===== config.mk =====
export PLATFORM = sky130hd
export DESIGN_NAME = ctc_tone_generator_core
export DESIGN_NICKNAME = d
export VERILOG_FILES = /design/src/hdl/ctg_pkg.sv /design/src/hdl/ctg_ctrl.sv /design/src/hdl/ctg_datapath.sv /design/src/hdl/ctc_tone_generator_core.sv
export SDC_FILE = /design/constraint.sdc
export NUM_CORES = 1
export LEC_CHECK = 0
export BUFFER_PORTS_ARGS = -buffer_cell sky130_fd_sc_hd__buf_4
export CORE_UTILIZATION = 40
export DETAILED_ROUTE_END_ITERATION = 6
export PLACE_DENSITY = 0.58
export SLEW_MARGIN = 20
export SYNTH_ARGS = -nofsm -noshare
export SYNTH_HDL_FRONTEND = slang
export SYNTH_SLANG_ARGS = --single-unit

===== constraint.sdc =====
create_clock -name clk -period 2.5 [get_ports clk]
set_clock_uncertainty 0.05 [all_clocks]
set_input_delay 0.375 -clock clk [delete_from_list [all_inputs] [get_ports clk]]
set_output_delay 0.375 -clock clk [all_outputs]
set_load 0.05 [all_outputs]

===== src/hdl/ctg_pkg.sv =====
// ----------------------------------------------------------------------------
// ctg_pkg
// shared types, codes and sizes for the tone generator core
// ----------------------------------------------------------------------------
package ctg_pkg;

	localparam int COUNTER_BITS = 16;
	localparam int TOP_BITS     = 16;
	localparam int CMP_BITS     = (COUNTER_BITS > TOP_BITS) ? COUNTER_BITS : TOP_BITS;
	localparam int CLOCK_BITS   = 27;
	localparam int FREQ_BITS    = 16;

	// clock_hz / (16 * f) == (clock_hz >> 4) / f
	localparam int PRESCALE_SHIFT = 4;
	localparam int DIVIDEND_BITS  = CLOCK_BITS - PRESCALE_SHIFT;
	localparam int DIV_STEPS      = DIVIDEND_BITS;
	localparam int DIV_CNT_BITS   = $clog2(DIV_STEPS);

	localparam logic [CLOCK_BITS-1:0] CLOCK_RESET = CLOCK_BITS'(16000000);
	localparam logic [TOP_BITS-1:0]   TOP_LIMIT   = TOP_BITS'(65535);

	localparam logic [1:0] KIND_TICK     = 2'd0;
	localparam logic [1:0] KIND_SET_TONE = 2'd1;
	localparam logic [1:0] KIND_OFF      = 2'd2;
	localparam logic [1:0] KIND_ON       = 2'd3;

	typedef struct packed {
		logic [1:0]           kind;
		logic [FREQ_BITS-1:0] frequency;
	} src_word_t;

	typedef struct packed {
		logic                pin_level;
		logic [TOP_BITS-1:0] compare_top;
		logic                output_connected;
	} res_word_t;

	typedef struct packed {
		logic apply;
		logic step;
		logic commit;
	} ctg_cmd_t;

	typedef struct packed {
		logic need_div;
	} ctg_sts_t;

endpackage


===== src/hdl/ctg_ctrl.sv =====
// ----------------------------------------------------------------------------
// ctg_ctrl
// sequencer: input handshake, divider step count and result valid
// ----------------------------------------------------------------------------
module ctg_ctrl (
	input  logic              clk,
	input  logic              arst_n,
	input  logic              src_valid,
	output logic              src_stall,
	output logic              res_valid,
	input  logic              res_stall,
	input  ctg_pkg::ctg_sts_t sts,
	output ctg_pkg::ctg_cmd_t cmd
);

	localparam logic [1:0] ST_IDLE   = 2'd0;
	localparam logic [1:0] ST_DIV    = 2'd1;
	localparam logic [1:0] ST_COMMIT = 2'd2;

	logic [1:0]                       state_q;
	logic [ctg_pkg::DIV_CNT_BITS-1:0] cnt_q;
	logic                             res_valid_q;
	logic                             accept;
	logic                             res_set;

	assign src_stall = (state_q != ST_IDLE) || (res_valid_q && res_stall);
	assign accept    = src_valid && !src_stall;
	assign res_valid = res_valid_q;
	assign res_set   = (accept && !sts.need_div) || (state_q == ST_COMMIT);

	always_comb begin
		cmd        = '0;
		cmd.apply  = accept;
		cmd.step   = (state_q == ST_DIV);
		cmd.commit = (state_q == ST_COMMIT);
	end

	always_ff @(posedge clk or negedge arst_n) begin
		if (!arst_n) begin
			state_q     <= ST_IDLE;
			cnt_q       <= '0;
			res_valid_q <= 1'b0;
		end else begin
			if (res_set)
				res_valid_q <= 1'b1;
			else if (!res_stall)
				res_valid_q <= 1'b0;
			case (state_q)
				ST_IDLE: begin
					if (accept && sts.need_div) begin
						state_q <= ST_DIV;
						cnt_q   <= '0;
					end
				end
				ST_DIV: begin
					if (cnt_q == ctg_pkg::DIV_CNT_BITS'(ctg_pkg::DIV_STEPS - 1))
						state_q <= ST_COMMIT;
					cnt_q <= cnt_q + 1'b1;
				end
				ST_COMMIT: begin
					state_q <= ST_IDLE;
				end
				default: begin
					state_q <= ST_IDLE;
				end
			endcase
		end
	end

endmodule


===== src/hdl/ctg_datapath.sv =====
// ----------------------------------------------------------------------------
// ctg_datapath
// timer state, toggle flip-flop, clock register and restoring divider
// ----------------------------------------------------------------------------
module ctg_datapath (
	input  logic                              clk,
	input  logic                              arst_n,
	input  logic                              cfg_we,
	input  logic [ctg_pkg::CLOCK_BITS-1:0]    cfg_data,
	input  ctg_pkg::src_word_t                src_word,
	output ctg_pkg::res_word_t                res_word,
	input  ctg_pkg::ctg_cmd_t                 cmd,
	output ctg_pkg::ctg_sts_t                 sts
);

	logic [ctg_pkg::CLOCK_BITS-1:0]    clock_hz_q;
	logic [ctg_pkg::COUNTER_BITS-1:0]  tick_counter_q;
	logic [ctg_pkg::TOP_BITS-1:0]      top_q;
	logic                              connected_q;
	logic                              toggle_q;

	logic [ctg_pkg::DIVIDEND_BITS-1:0] dq_q;
	logic [ctg_pkg::FREQ_BITS-1:0]     rem_q;
	logic [ctg_pkg::FREQ_BITS-1:0]     divisor_q;

	logic [ctg_pkg::FREQ_BITS:0]       trial;
	logic                              trial_ge;
	logic                              at_top;
	logic [ctg_pkg::TOP_BITS-1:0]      new_top;

	assign sts.need_div = (src_word.kind == ctg_pkg::KIND_SET_TONE) &&
		(src_word.frequency != '0);

	assign trial    = {rem_q, dq_q[ctg_pkg::DIVIDEND_BITS-1]};
	assign trial_ge = trial >= {1'b0, divisor_q};

	assign at_top = ctg_pkg::CMP_BITS'(tick_counter_q) == ctg_pkg::CMP_BITS'(top_q);

	// zero quotient wraps, large quotient saturates
	always_comb begin
		if (dq_q == '0 ||
			dq_q > ctg_pkg::DIVIDEND_BITS'({1'b0, ctg_pkg::TOP_LIMIT} + 17'd1))
			new_top = ctg_pkg::TOP_LIMIT;
		else
			new_top = ctg_pkg::TOP_BITS'(dq_q - 1'b1);
	end

	always_ff @(posedge clk or negedge arst_n) begin
		if (!arst_n) begin
			clock_hz_q     <= ctg_pkg::CLOCK_RESET;
			tick_counter_q <= '0;
			top_q          <= '0;
			connected_q    <= 1'b1;
			toggle_q       <= 1'b0;
		end else begin
			if (cfg_we)
				clock_hz_q <= cfg_data;
			if (cmd.apply) begin
				case (src_word.kind)
					ctg_pkg::KIND_TICK: begin
						if (at_top) begin
							tick_counter_q <= '0;
							toggle_q       <= !toggle_q;
						end else begin
							tick_counter_q <= tick_counter_q + 1'b1;
						end
					end
					ctg_pkg::KIND_SET_TONE: begin
						if (src_word.frequency == '0)
							connected_q <= 1'b0;
					end
					ctg_pkg::KIND_OFF: begin
						connected_q <= 1'b0;
					end
					default: begin
						connected_q <= 1'b1;
					end
				endcase
			end
			if (cmd.commit)
				top_q <= new_top;
		end
	end

	always_ff @(posedge clk) begin
		if (cmd.apply) begin
			dq_q      <= clock_hz_q[ctg_pkg::CLOCK_BITS-1:ctg_pkg::PRESCALE_SHIFT];
			rem_q     <= '0;
			divisor_q <= src_word.frequency;
		end else if (cmd.step) begin
			if (trial_ge)
				rem_q <= ctg_pkg::FREQ_BITS'(trial - {1'b0, divisor_q});
			else
				rem_q <= trial[ctg_pkg::FREQ_BITS-1:0];
			dq_q <= {dq_q[ctg_pkg::DIVIDEND_BITS-2:0], trial_ge};
		end
	end

	assign res_word.pin_level        = connected_q && toggle_q;
	assign res_word.compare_top      = top_q;
	assign res_word.output_connected = connected_q;

endmodule


===== src/hdl/ctc_tone_generator_core.sv =====
// ----------------------------------------------------------------------------
// ctc_tone_generator_core
// square-wave tone generator on a clear-on-compare timer with toggle output
//
//   channel  signals                       word
//   source   src_valid src_stall src_word  kind, frequency
//   result   res_valid res_stall res_word  pin_level, compare_top, output_connected
//   config   cfg_we cfg_data               clock_hz
//
// tick, off, enable and zero-frequency words: result valid next cycle
// set-tone word: top set by the 23-step one-bit-per-cycle restoring divider, then committed
// reset: clock_hz 16000000, counter and top 0, output connected, toggle low
// the state registers are the result word, so a stalled result holds them
// src_stall is high while the divider runs or commits, or while a result waits under stall
// ----------------------------------------------------------------------------
module ctc_tone_generator_core (
	input  logic                           clk,
	input  logic                           arst_n,
	input  logic                           src_valid,
	output logic                           src_stall,
	input  ctg_pkg::src_word_t             src_word,
	output logic                           res_valid,
	input  logic                           res_stall,
	output ctg_pkg::res_word_t             res_word,
	input  logic                           cfg_we,
	input  logic [ctg_pkg::CLOCK_BITS-1:0] cfg_data
);

	ctg_pkg::ctg_cmd_t cmd;
	ctg_pkg::ctg_sts_t sts;

	ctg_ctrl u_ctrl (
		.clk       (clk),
		.arst_n    (arst_n),
		.src_valid (src_valid),
		.src_stall (src_stall),
		.res_valid (res_valid),
		.res_stall (res_stall),
		.sts       (sts),
		.cmd       (cmd)
	);

	ctg_datapath u_datapath (
		.clk      (clk),
		.arst_n   (arst_n),
		.cfg_we   (cfg_we),
		.cfg_data (cfg_data),
		.src_word (src_word),
		.res_word (res_word),
		.cmd      (cmd),
		.sts      (sts)
	);

	a_quick_result: assert property (@(posedge clk) disable iff (!arst_n)
		(src_valid && !src_stall && src_word.kind != ctg_pkg::KIND_SET_TONE) |=> res_valid)
		else $error("result missing after single-cycle word");

	a_div_busy: assert property (@(posedge clk) disable iff (!arst_n)
		(src_valid && !src_stall && sts.need_div) |=> (src_stall && !res_valid))
		else $error("divider not busy after set-tone word");

	a_pin_gated: assert property (@(posedge clk) disable iff (!arst_n)
		res_word.pin_level |-> res_word.output_connected)
		else $error("pin driven while disconnected");

endmodule

==> Flow_metrics.wiki, run 1 <==
{| class="wikitable"
! Metric !! Value
|-
| Proportion of total power due to net switching || 0.360
|-
| Number of placed instances, taps included || 851
|-
| Hold WC Path Type || in2async
|-
| Port Buf Inserts || 65
|-
| Total gr overflow || 0
|-
| Startpoint type of the worst setup path || flip-flop
|-
| Leakage component of the power || 3.39 nW
|-
| Number of distinct library cells after synthesis || 60
|-
| Vias after detailed routing || roughly 4,500
|-
| Post-synthesis sequential element count || 120
|-
| Slew at the pin closest to its max-slew limit || 0.905 ns
|-
| Average via count per standard cell || 5.12
|-
| Area taken by multi-input logic gates || about 2900 um^2
|-
| Reg2reg path depth || 10
|-
| GRT Overall Usage || 0.179
|-
| Hold Buf Count CTS || 0
|-
| Number of H-tree levels || 4
|-
| Endpoint class of the critical path || flip-flop
|-
| CTS tree || yes
|-
| Post-synth top area share || 0.230
|-
| Clock transition at the register clock pins on the worst setup and hold paths after CTS || about 0.050 ns
|-
| Clock sink count || 120
|-
| CP Data Arrival Time || 2.58 ns
|-
| RSZ-0062 raised after global routing || no
|-
| Area of the die || roughly 16,000 um^2
|-
| Starting density of the core || 0.410
|-
| Total Wirelength || roughly 13,000 um
|-
| Global placer's final weighted congestion || 0.882
|-
| Area of the mapped netlist || ~6200 um^2
|-
| Post-synthesis sequential area ratio || 0.504
|-
| Filler-free cell count of the finished design || 883
|-
| Final setup violation count || 0
|-
| Post-Synthesis Cells || ~610
|-
| Ant diodes || 0
|-
| Top post-synthesis cells by count || 106 x sky130_fd_sc_hd__nand2_1, 57 x sky130_fd_sc_hd__dfrtp_1, 47 x sky130_fd_sc_hd__nor2_1, 39 x sky130_fd_sc_hd__edfxtp_1
|-
| Total iterations of the first detailed-routing run || 5
|-
| Clock share of power || 0.273
|-
| Worst Path Max Fanout || 3
|-
| Top achievable clock speed || approximately 420 MHz
|-
| Maximum clock insertion buffer count || 2
|-
| Internal Power || between 6 and 7 mW
|-
| Setup WS post-layout || 0.126 ns
|-
| Post-synth EDFFs || 39
|-
| Total design power || ~9.6 mW
|-
| Final Slew Violations || 0
|-
| Slack of the worst reg-to-reg path || 0.13 ns
|-
| Pin count of the biggest net entering global routing || 66
|-
| Number of setup buffers added after CTS || 0
|-
| Mean cell area of the mapped netlist || 10.3 um^2
|-
| IO Count || 70
|-
| Critical register-to-register path startpoint || u_datapath.dq_q[22]
|-
| Wire length of the first global-routing pass || 22,300 um
|-
| Required time at the worst-slack endpoint || between 2 and 3 ns
|-
| Cell taking the most area after synthesis || sky130_fd_sc_hd__dfrtp_1
|-
| Number of max-cap violations || 0
|-
| CTS Root Cell || sky130_fd_sc_hd__clkbuf_16
|-
| Site Rows || 45
|-
| Portion of the clock cycle consumed by the worst path in the final layout || 0.950
|-
| Startpoint-to-endpoint class of the critical path || reg2reg
|-
| Cell with the most instances after synthesis || sky130_fd_sc_hd__nand2_1
|-
| Sequential share of power || 0.338
|-
| Ratio of total power to cell area || 1260 nW/um^2
|-
| Ratio of cells with drive above 1 in the final layout || 0.240
|-
| Run status || complete, no violations
|-
| Final layout net count || roughly 760
|-
| Part of the total power dissipated in combinational logic || 0.389
|-
| Post-synth ARST share || 0.542
|-
| FF/Latch Area || 3130 um^2
|-
| Core Footprint || approximately 15,000 um^2
|-
| Clock buffer count from CTS || 17
|-
| Clk_lat worst skew || ~0.42 ns
|-
| Final worst path period need || 2.37 ns
|-
| Synth Warn # || 0
|-
| Final core utilization || 0.504
|-
| Vias in the first global route || ~4,400
|-
| Starting DRT DRC Count || 293
|-
| Switching component of the power || 3.47 mW
|-
| Initial antenna violation count || 0
|-
| Vert. Die Dim || 127 um
|-
| Hold Fails Final Rpt || 0
|-
| Placement Setup Slack || -0.0542 ns
|-
| Remaining antenna violation count || 0
|-
| Max-slew headroom at the worst pin || 0.397
|-
| Detail Placement HPWL || 9370 um
|-
| Width of the chip || 127 um
|-
| Worst-case vdd ir drop || 0.659 mV
|-
| Layout area overhead || 23.0%
|-
| # DRC || 0
|-
| Number of nets in the synthesized netlist || 679
|-
| Post-synth top flop || sky130_fd_sc_hd__dfrtp_1
|-
| Final-layout fill cell count || between 1,000 and 1,500
|-
| Synth area leaders || sky130_fd_sc_hd__dfrtp_1 23%, sky130_fd_sc_hd__edfxtp_1 19%, sky130_fd_sc_hd__nand2_1 6.4%
|-
| Critical register-to-register path endpoint || u_datapath.rem_q[12]
|-
| Average detailed-routed wire length per instance || 15.0 um
|}
-- per-layer routing --
metal | track usage | wire length (um) | vias up
met5 | 0 | 0 | -
met4 | 0.0702 | 164 | 0
met3 | 0.0392 | 592 | 14
met2 | 0.266 | 5840 | 102
met1 | 0.253 | 6670 | 2160
li1 | - | - | 2243
-- cell families after synthesis --
family / synth area share
DFF: 0.504
xor gates and xnor gates: 0.0847
and+or+nand+nor: 0.168
adders and majority gates: 0.0496
buffers and inverters: 0.0401
AOI/OAI and AO/OA: 0.0881
muxes: 0.0659
-- worst max-delay path, stage by stage (launching register included) --
cell and delay [ns]:
sky130_fd_sc_hd__edfxtp_1 0.38, sky130_fd_sc_hd__inv_1 0.10, sky130_fd_sc_hd__ha_1 0.18, sky130_fd_sc_hd__inv_1 0.07, sky130_fd_sc_hd__fa_2 0.38, sky130_fd_sc_hd__a21o_1 0.20
sky130_fd_sc_hd__a21oi_1 0.30, sky130_fd_sc_hd__o221ai_1 0.18, sky130_fd_sc_hd__xnor2_1 0.17, sky130_fd_sc_hd__mux2i_1 0.14, sky130_fd_sc_hd__o21ai_1 0.07
-- area by class of cell --
type / count / area share
Timing Repair Buffer: 81 / 0.0818
Inverter: 30 / 0.0148
Sequential cell: 120 / 0.410
Clock inverter: 5 / 0.0138
Tap cell: 188 / 0.0308
Clock buffer: 27 / 0.0716
Multi-Input combinational cell: 432 / 0.377
-- sequential cells by signal, summed over array words and instances (netlist names) --
signal                     flops
u_ctrl.cnt_q                   5
u_ctrl.res_valid               1
u_ctrl.state_q                 2
u_datapath.clock_hz_q         23
u_datapath.connected_q         1
u_datapath.divisor_q          16
u_datapath.dq_q               23
u_datapath.rem_q              16
u_datapath.tick_counter_q     16
u_datapath.toggle_q            1
u_datapath.top_q              16
-- worst max-delay path by stage --
| stage | startpoint | endpoint | slack, ns |
|---|---|---|---|
| global placement | u_datapath.dq_q[22] | u_datapath.rem_q[14] | 0.01 |
| finish | u_datapath.dq_q[22] | u_datapath.rem_q[12] | 0.13 |
| detailed placement | u_datapath.dq_q[22] | u_datapath.rem_q[14] | -0.05 |
| floorplan | u_ctrl.res_valid | u_datapath.divisor_q[0] | 0.05 |
| global route | u_datapath.divisor_q[3] | u_datapath.rem_q[1] | 0.003 |
| CTS | u_datapath.dq_q[22] | u_datapath.rem_q[14] | 0.02 |
-- metrics by stage --
stage | hold WS [ns] | setup TNS (ns) | instance area (um^2)
2_1_floorplan | 0.0294 | 0 | 6210
6_report | 0.00419 | 0 | 7630
5_1_grt | 0.0765 | 0 | 7630
4_1_cts | 0.0429 | 0 | 7590
3_5_place_dp | 0.411 | -0.0542 | 6930
3_3_place_gp | 0.401 | 0 | 6930
-- cell usage in the layout, fill, tap and decap left out, drive strengths merged, types with 8 or more instances in the layout --
cell type	instances
nand2	109
mux2i	15
nor2	48
buf	81
xnor2	32
nor4	11
nand4	8
clkbuf	27
a21oi	33
mux2	23
edfxtp	39
dfstp	8
dfrtp	57
dfxtp	16
nand3	14
xor2	28
inv	30
o21ai	24
ha	23
-- power groups by stage --
| stage | Sequential [mW] | Combinational (mW) | Clock, mW |
|---|---|---|---|
| 3_5_place_dp | 3.28 | 3.63 | 0 |
| 2_1_floorplan | 3.28 | 2.72 | 0 |
| 5_1_grt | 3.34 | 4.17 | 2.79 |
| 3_3_place_gp | 3.25 | 3.56 | 0 |
| 4_1_cts | 3.25 | 3.69 | 2.68 |
| 6_report | 3.25 | 3.75 | 2.63 |
-- repair_timing --
| item | CTS | global route |
|---|---|---|
| pin swaps | 1 | 2 |
| gates resized for setup | 2 | 10 |
| endpoints found under the setup margin | 1 | 13 |
Power figures use the tool's default switching activity.
==> run 2: changes to the inputs <==
GPL_TIMING_DRIVEN = 0   (was default)
==> run 2 against run 1 <==
  * Cell count grew 2.0%
  * Non-clock buffer count grew 17
  * Core utilization grew 0.58 points
  * Design area grew 1.1%
  * Critical endpoint is now u_datapath.rem_q[14]
  * Critical path type unchanged
  * Largest power group unchanged
==> Flow_metrics.wiki, run 2 (synthesis gave the netlist of run 1 again) <==
{| class="wikitable"
! Metric !! Value
|-
| Max-slew headroom at the worst pin || 0.443
|-
| Total iterations of the first detailed-routing run || 4
|-
| Detail Placement HPWL || 9870 um
|-
| Hold Fails Final Rpt || 0
|-
| Final core utilization || 0.510
|-
| Ant diodes || 0
|-
| Worst-case vdd ir drop || 0.575 mV
|-
| # DRC || 0
|-
| Startpoint type of the worst setup path || flip-flop
|-
| Average via count per standard cell || 5.13
|-
| CP Data Arrival Time || 2.68 ns
|-
| Total design power || 9.68 mW
|-
| Total gr overflow || 0
|-
| Startpoint-to-endpoint class of the critical path || reg2reg
|-
| Total Wirelength || 13,600 um
|-
| Width of the chip || around 130 um
|-
| Average detailed-routed wire length per instance || between 15 and 20 um
|-
| Top layer reached by signal wires || met4
|-
| Vias in the first global route || 4,642
|-
| Starting DRT DRC Count || 192
|-
| Clk_lat worst skew || approximately 0.41 ns
|-
| Ratio of total power to cell area || 1250 nW/um^2
|-
| Most used cells in the layout excluding fill and tap cells || 106 x sky130_fd_sc_hd__nand2_1, 80 x sky130_fd_sc_hd__buf_4, 57 x sky130_fd_sc_hd__dfrtp_1
|-
| Endpoint class of the critical path || flip-flop
|-
| Final worst path period need || 2.44 ns
|-
| Starting density of the core || 0.410
|-
| Leakage component of the power || 3.43 nW
|-
| Aggregate negative setup slack || 0 ns
|-
| Pin count of the biggest net entering global routing || 66
|-
| Number of placed instances, taps included || 858
|-
| Worst Path Max Fanout || 10
|-
| Post-Route Hold Slack || roughly 0.0095 ns
|-
| Core Footprint || 15,100 um^2
|-
| CTS Root Cell || sky130_fd_sc_hd__clkbuf_16
|-
| Global placer's final weighted congestion || roughly 0.86
|-
| Vert. Die Dim || approximately 130 um
|-
| Layout area overhead || 24.4%
|-
| IO Count || 70
|-
| RSZ-0062 raised after global routing || yes
|-
| Leading registers by flop count || u_datapath.clock_hz_q (23), u_datapath.dq_q (23)
|-
| Maximum clock insertion buffer count || 2
|-
| Port Buf Inserts || between 60 and 70
|-
| Final layout net count || 774
|-
| Metal3 WL || 524 um
|-
| Top achievable clock speed || 409 MHz
|-
| Wire length of the first global-routing pass || around 23,000 um
|-
| Number of H-tree levels || 4
|-
| Run status || complete, no violations
|-
| Portion of the clock cycle consumed by the worst path in the final layout || 0.978
|-
| Clock transition at the register clock pins on the worst setup and hold paths after CTS || 0.05 ns
|-
| CTS tree || yes
|-
| Site Rows || 45
|-
| Filler-free cell count of the finished design || about 900
|-
| Hold Buf Count CTS || 0
|-
| Initial antenna violation count || 0
|-
| Clock buffer count from CTS || 17
|-
| Remaining antenna violation count || 0
|-
| Met2 wirelength from detailed routing || slightly above 6000 um
|-
| Slew at the pin closest to its max-slew limit || between 0.8 and 0.9 ns
|-
| Clock sink count || 120
|-
| Final Slew Violations || 0
|-
| Area of the die || between 15,000 and 20,000 um^2
|-
| Final setup violation count || 0
|-
| Vias after detailed routing || 4,623
|-
| Required time at the worst-slack endpoint || 2.73 ns
|-
| Ratio of cells with drive above 1 in the final layout || 0.257
|-
| Number of max-cap violations || 0
|-
| Most frequent standard cell in the layout excluding fill and tap cells || sky130_fd_sc_hd__nand2_1
|-
| Hold WC Path Type || in2async
|-
| Detailed-routing wirelength on met1 || 6850 um
|-
| GRT Overall Usage || 0.184
|}
run 2: layout make-up:
type	instances	area [um^2]
plain buffers	23	146
repair buffers	75	563
multi-input cells	432	2920
repair inverters	1	7.51
inverters	30	116
clock buffers	27	578
clock inverters	5	25.0
well taps	188	235
flip-flops and latches	120	3130
fillers	1366	7430
run 2: metrics by stage:
stage	instance area, um^2	setup slack [ns]
global route	7720	-0.0211
floorplan	6210	0.0523
finish	7720	0.0562
detailed placement	6930	-0.516
global placement	6930	-0.557
CTS	7570	0.0144
run 2: routing by layer:
metal  vias up  global-route usage
met5         -                   0
met4         0              0.0765
met3        13              0.0375
met2        96               0.279
met1      2231               0.258
li1       2283                   -
run 2: power by group:
| part | internal [mW] | switching (mW) |
|---|---|---|
| Clock | 1.58 | 0.831 |
| Combinational | 1.81 | 2.20 |
| Sequential | 2.74 | 0.528 |
| Total | 6.12 | 3.56 |
run 2: path summary, 6_finish.rpt:
| path | from | end | cells past startpoint | slack (ns) |
|---|---|---|---|---|
| setup / recovery | u_datapath.divisor_q[1] | u_datapath.rem_q[14] | 11 | 0.06 |
| hold / removal | arst_n | u_datapath.tick_counter_q[11] | 1 | 0.009 |
| setup reg to reg | u_datapath.divisor_q[1] | u_datapath.rem_q[14] | 11 | 0.06 |
| hold reg to reg | u_datapath.toggle_q | u_datapath.toggle_q | 1 | 0.41 |
| max in group asynchronous | arst_n | u_datapath.clock_hz_q[26] | 1 | 1.83 |
| min in group clk | src_word[6] | u_datapath.divisor_q[6] | 1 | 0.10 |
run 2: repair_timing:
action,CTS,global route
pin swaps,2,6
gates cloned,1,0
buffers inserted,1,9
resized for setup,8,20
endpoints found under the setup margin,68,80
run 2: critical path: stages (launching register included):
cell	delay, ns
sky130_fd_sc_hd__edfxtp_1	0.32
sky130_fd_sc_hd__inv_1	0.07
sky130_fd_sc_hd__ha_1	0.31
sky130_fd_sc_hd__nor2b_2	0.17
sky130_fd_sc_hd__o2111ai_2	0.14
sky130_fd_sc_hd__a211oi_2	0.32
sky130_fd_sc_hd__a21oi_2	0.12
sky130_fd_sc_hd__a31oi_1	0.21
sky130_fd_sc_hd__buf_6	0.16
sky130_fd_sc_hd__buf_12	0.15
sky130_fd_sc_hd__mux2i_4	0.22
sky130_fd_sc_hd__o21ai_1	0.07
==> run 3: changes to the inputs <==
CORE_MARGIN = 1.5   (was default)
==> run 3 against run 2 <==
  * Design area fell by 0.18%
  * The flow now finishes with violations (negative hold slack)
  * Register-to-register slack improved by 0.06 ns
  * Total power barely moved
  * Sequential power barely moved
  * Flip-flop and latch count did not move
==> Flow_metrics.wiki, run 3 (synthesis gave the netlist of run 1 again) <==
{| class="wikitable"
! Metric !! Value
|-
| IO Count || 70
|-
| Vias in the first global route || 4,639
|-
| Max-slew headroom at the worst pin || 0.456
|-
| Peak per-stage delay on the critical path || 0.38 ns
|-
| Number of H-tree levels || 4
|-
| Ratio of cells with drive above 1 in the final layout || 0.249
|-
| Width of the chip || between 100 and 150 um
|-
| Leakage component of the power || ~3.4 nW
|-
| Total gr overflow || 0
|-
| Placement Setup Slack || -0.489 ns
|-
| # DRC || 0
|-
| Final Slew Violations || 0
|-
| Top achievable clock speed || 419 MHz
|-
| Ant diodes || 0
|-
| CTS Root Cell || sky130_fd_sc_hd__clkbuf_16
|-
| Most frequent standard cell in the layout excluding fill and tap cells || sky130_fd_sc_hd__nand2_1
|-
| Wire length of the first global-routing pass || approximately 23,000 um
|-
| Worst Path Max Fanout || 10
|-
| Required time at the worst-slack endpoint || 2.75 ns
|-
| Total design power || 9.68 mW
|-
| Total Wirelength || 13,800 um
|-
| Remaining antenna violation count || 0
|-
| CTS tree || yes
|-
| Clock sink count || 120
|-
| Slew at the pin closest to its max-slew limit || 0.817 ns
|-
| Starting DRT DRC Count || approximately 260
|-
| Largest delay contributor family on the critical path || compound AO/OA/AOI/OAI gates
|-
| Layout area overhead || 24.1%
|-
| Cell Area, Placed || about 7000 um^2
|-
| Hold Fails Final Rpt || 5
|-
| Aggregate negative setup slack || 0 ns
|-
| Endpoint class of the critical path || flip-flop
|-
| Violations in the final reports || negative hold slack
|-
| Final core utilization || 0.507
|-
| Startpoint-to-endpoint class of the critical path || reg2reg
|-
| Slowest cell on the critical path || sky130_fd_sc_hd__ha_2
|-
| Starting density of the core || 0.408
|-
| Buffers and inverters on the worst path || 3
|-
| Startpoint type of the worst setup path || flip-flop
|-
| Global placer's final weighted congestion || 0.871
|-
| Site Rows || 45
|-
| Hold WC Path Type || in2async
|-
| Vias after detailed routing || 4,599
|-
| Run status || complete, but fails checks
|-
| Clock buffer count from CTS || 17
|-
| Port Buf Inserts || 65
|-
| CP Data Arrival Time || ~2.6 ns
|-
| Clk_lat worst skew || between 0.4 and 0.5 ns
|-
| GRT Overall Usage || 0.182
|-
| Post-Route Hold Slack || -0.0111 ns
|-
| Setup WS post-layout || about 0.11 ns
|-
| Average detailed-routed wire length per instance || between 15 and 20 um
|-
| Core Footprint || approximately 15,000 um^2
|-
| Worst-case vdd ir drop || around 0.80 mV
|-
| Detail Placement HPWL || around 10,000 um
|-
| Maximum clock insertion buffer count || 2
|-
| Clock transition at the register clock pins on the worst setup and hold paths after CTS || around 0.050 ns
|-
| Ratio of total power to cell area || 1260 nW/um^2
|-
| Vert. Die Dim || 128 um
|-
| Final setup violation count || 0
|-
| Average via count per standard cell || 5.10
|-
| Total iterations of the first detailed-routing run || 5
|-
| Cell area after layout || 7710 um^2
|-
| Pin count of the biggest net entering global routing || 66
|-
| Number of max-cap violations || 0
|-
| Most used cells in the layout excluding fill and tap cells || 105 x sky130_fd_sc_hd__nand2_1, 80 x sky130_fd_sc_hd__buf_4, 57 x sky130_fd_sc_hd__dfrtp_1
|-
| Leading registers by flop count || u_datapath.clock_hz_q (23), u_datapath.dq_q (23)
|-
| Final layout net count || ~780
|-
| Initial antenna violation count || 0
|-
| Area of the die || approximately 16,000 um^2
|-
| Portion of the clock cycle consumed by the worst path in the final layout || 0.955
|-
| Worst-path cell chain || inv_1 -> ha_2 -> a21oi_1 -> and2_1 -> a211oi_2 -> a21oi_2 -> a31oi_1 -> buf_6 -> buf_12 -> mux2i_1 -> o21ai_1
|-
| Final worst path period need || around 2.4 ns
|}
==> run 3: what timing repair did <==
item,in CTS,in global routing
buffers inserted,0,11
cloned,1,0
resized for setup,8,18
hold buffers,0,0
setup endpoints to repair,52,83
pin swaps,2,7
==> run 3: worst register-to-register path: cells and delay by family (launching register included) <==
kind            cells  cell delay [ns]
mux                 1             0.21
fa+ha+maj           1             0.38
buf+inv             3             0.35
simple gates        1             0.19
compound gates      5             0.76
flops               1             0.31
==> run 3: metrics by stage <==
stage               hold WS, ns  instances
finish                  -0.0111        902
global route             0.0744        902
CTS                      0.0354        891
detailed placement        0.408        858
global placement          0.404        858
floorplan                0.0294        605
==> run 3: worst paths after layout <==
| kind | start | to | slack (ns) | depth (start not counted) |
|---|---|---|---|---|
| worst max register to register | u_datapath.divisor_q[4] | u_datapath.rem_q[1] | 0.11 | 11 |
| max in group asynchronous | arst_n | u_datapath.clock_hz_q[17] | 1.85 | 1 |
| worst min register to register | u_datapath.toggle_q | u_datapath.toggle_q | 0.41 | 1 |
| min in group clk | src_word[6] | u_datapath.divisor_q[6] | 0.10 | 1 |
| worst max-delay path | u_datapath.divisor_q[4] | u_datapath.rem_q[1] | 0.11 | 11 |
| worst min-delay path | arst_n | u_datapath.tick_counter_q[11] | -0.01 | 1 |
==> run 3: where the power goes <==
part | internal (mW) | total [mW] | switching, mW
combinational | 1.78 | 3.95 | 2.17
sequential | 2.74 | 3.26 | 0.521
clock | 1.65 | 2.47 | 0.825
total | 6.17 | 9.68 | 3.52
==> run 3: area by class of cell <==
class / count / area [um^2]
fill: 1415 / 7500
sequential: 120 / 3130
multi-input combinational: 432 / 2910
timing repair buffer: 76 / 571
clock buffer: 21 / 440
tap: 188 / 235
clock inverter: 11 / 155
buffer: 23 / 148
inverter: 30 / 116
timing repair inverter: 1 / 7.51
==> run 3: layer usage <==
layer	wire length, um	part of all wire	GRT usage	vias up
met2	6430	0.47	0.288	87
met3	539	0.039	0.0440	6
li1	-	-	-	2287
met5	0	0	0	-
met4	111	0.0081	0.0496	0
met1	6700	0.49	0.250	2219
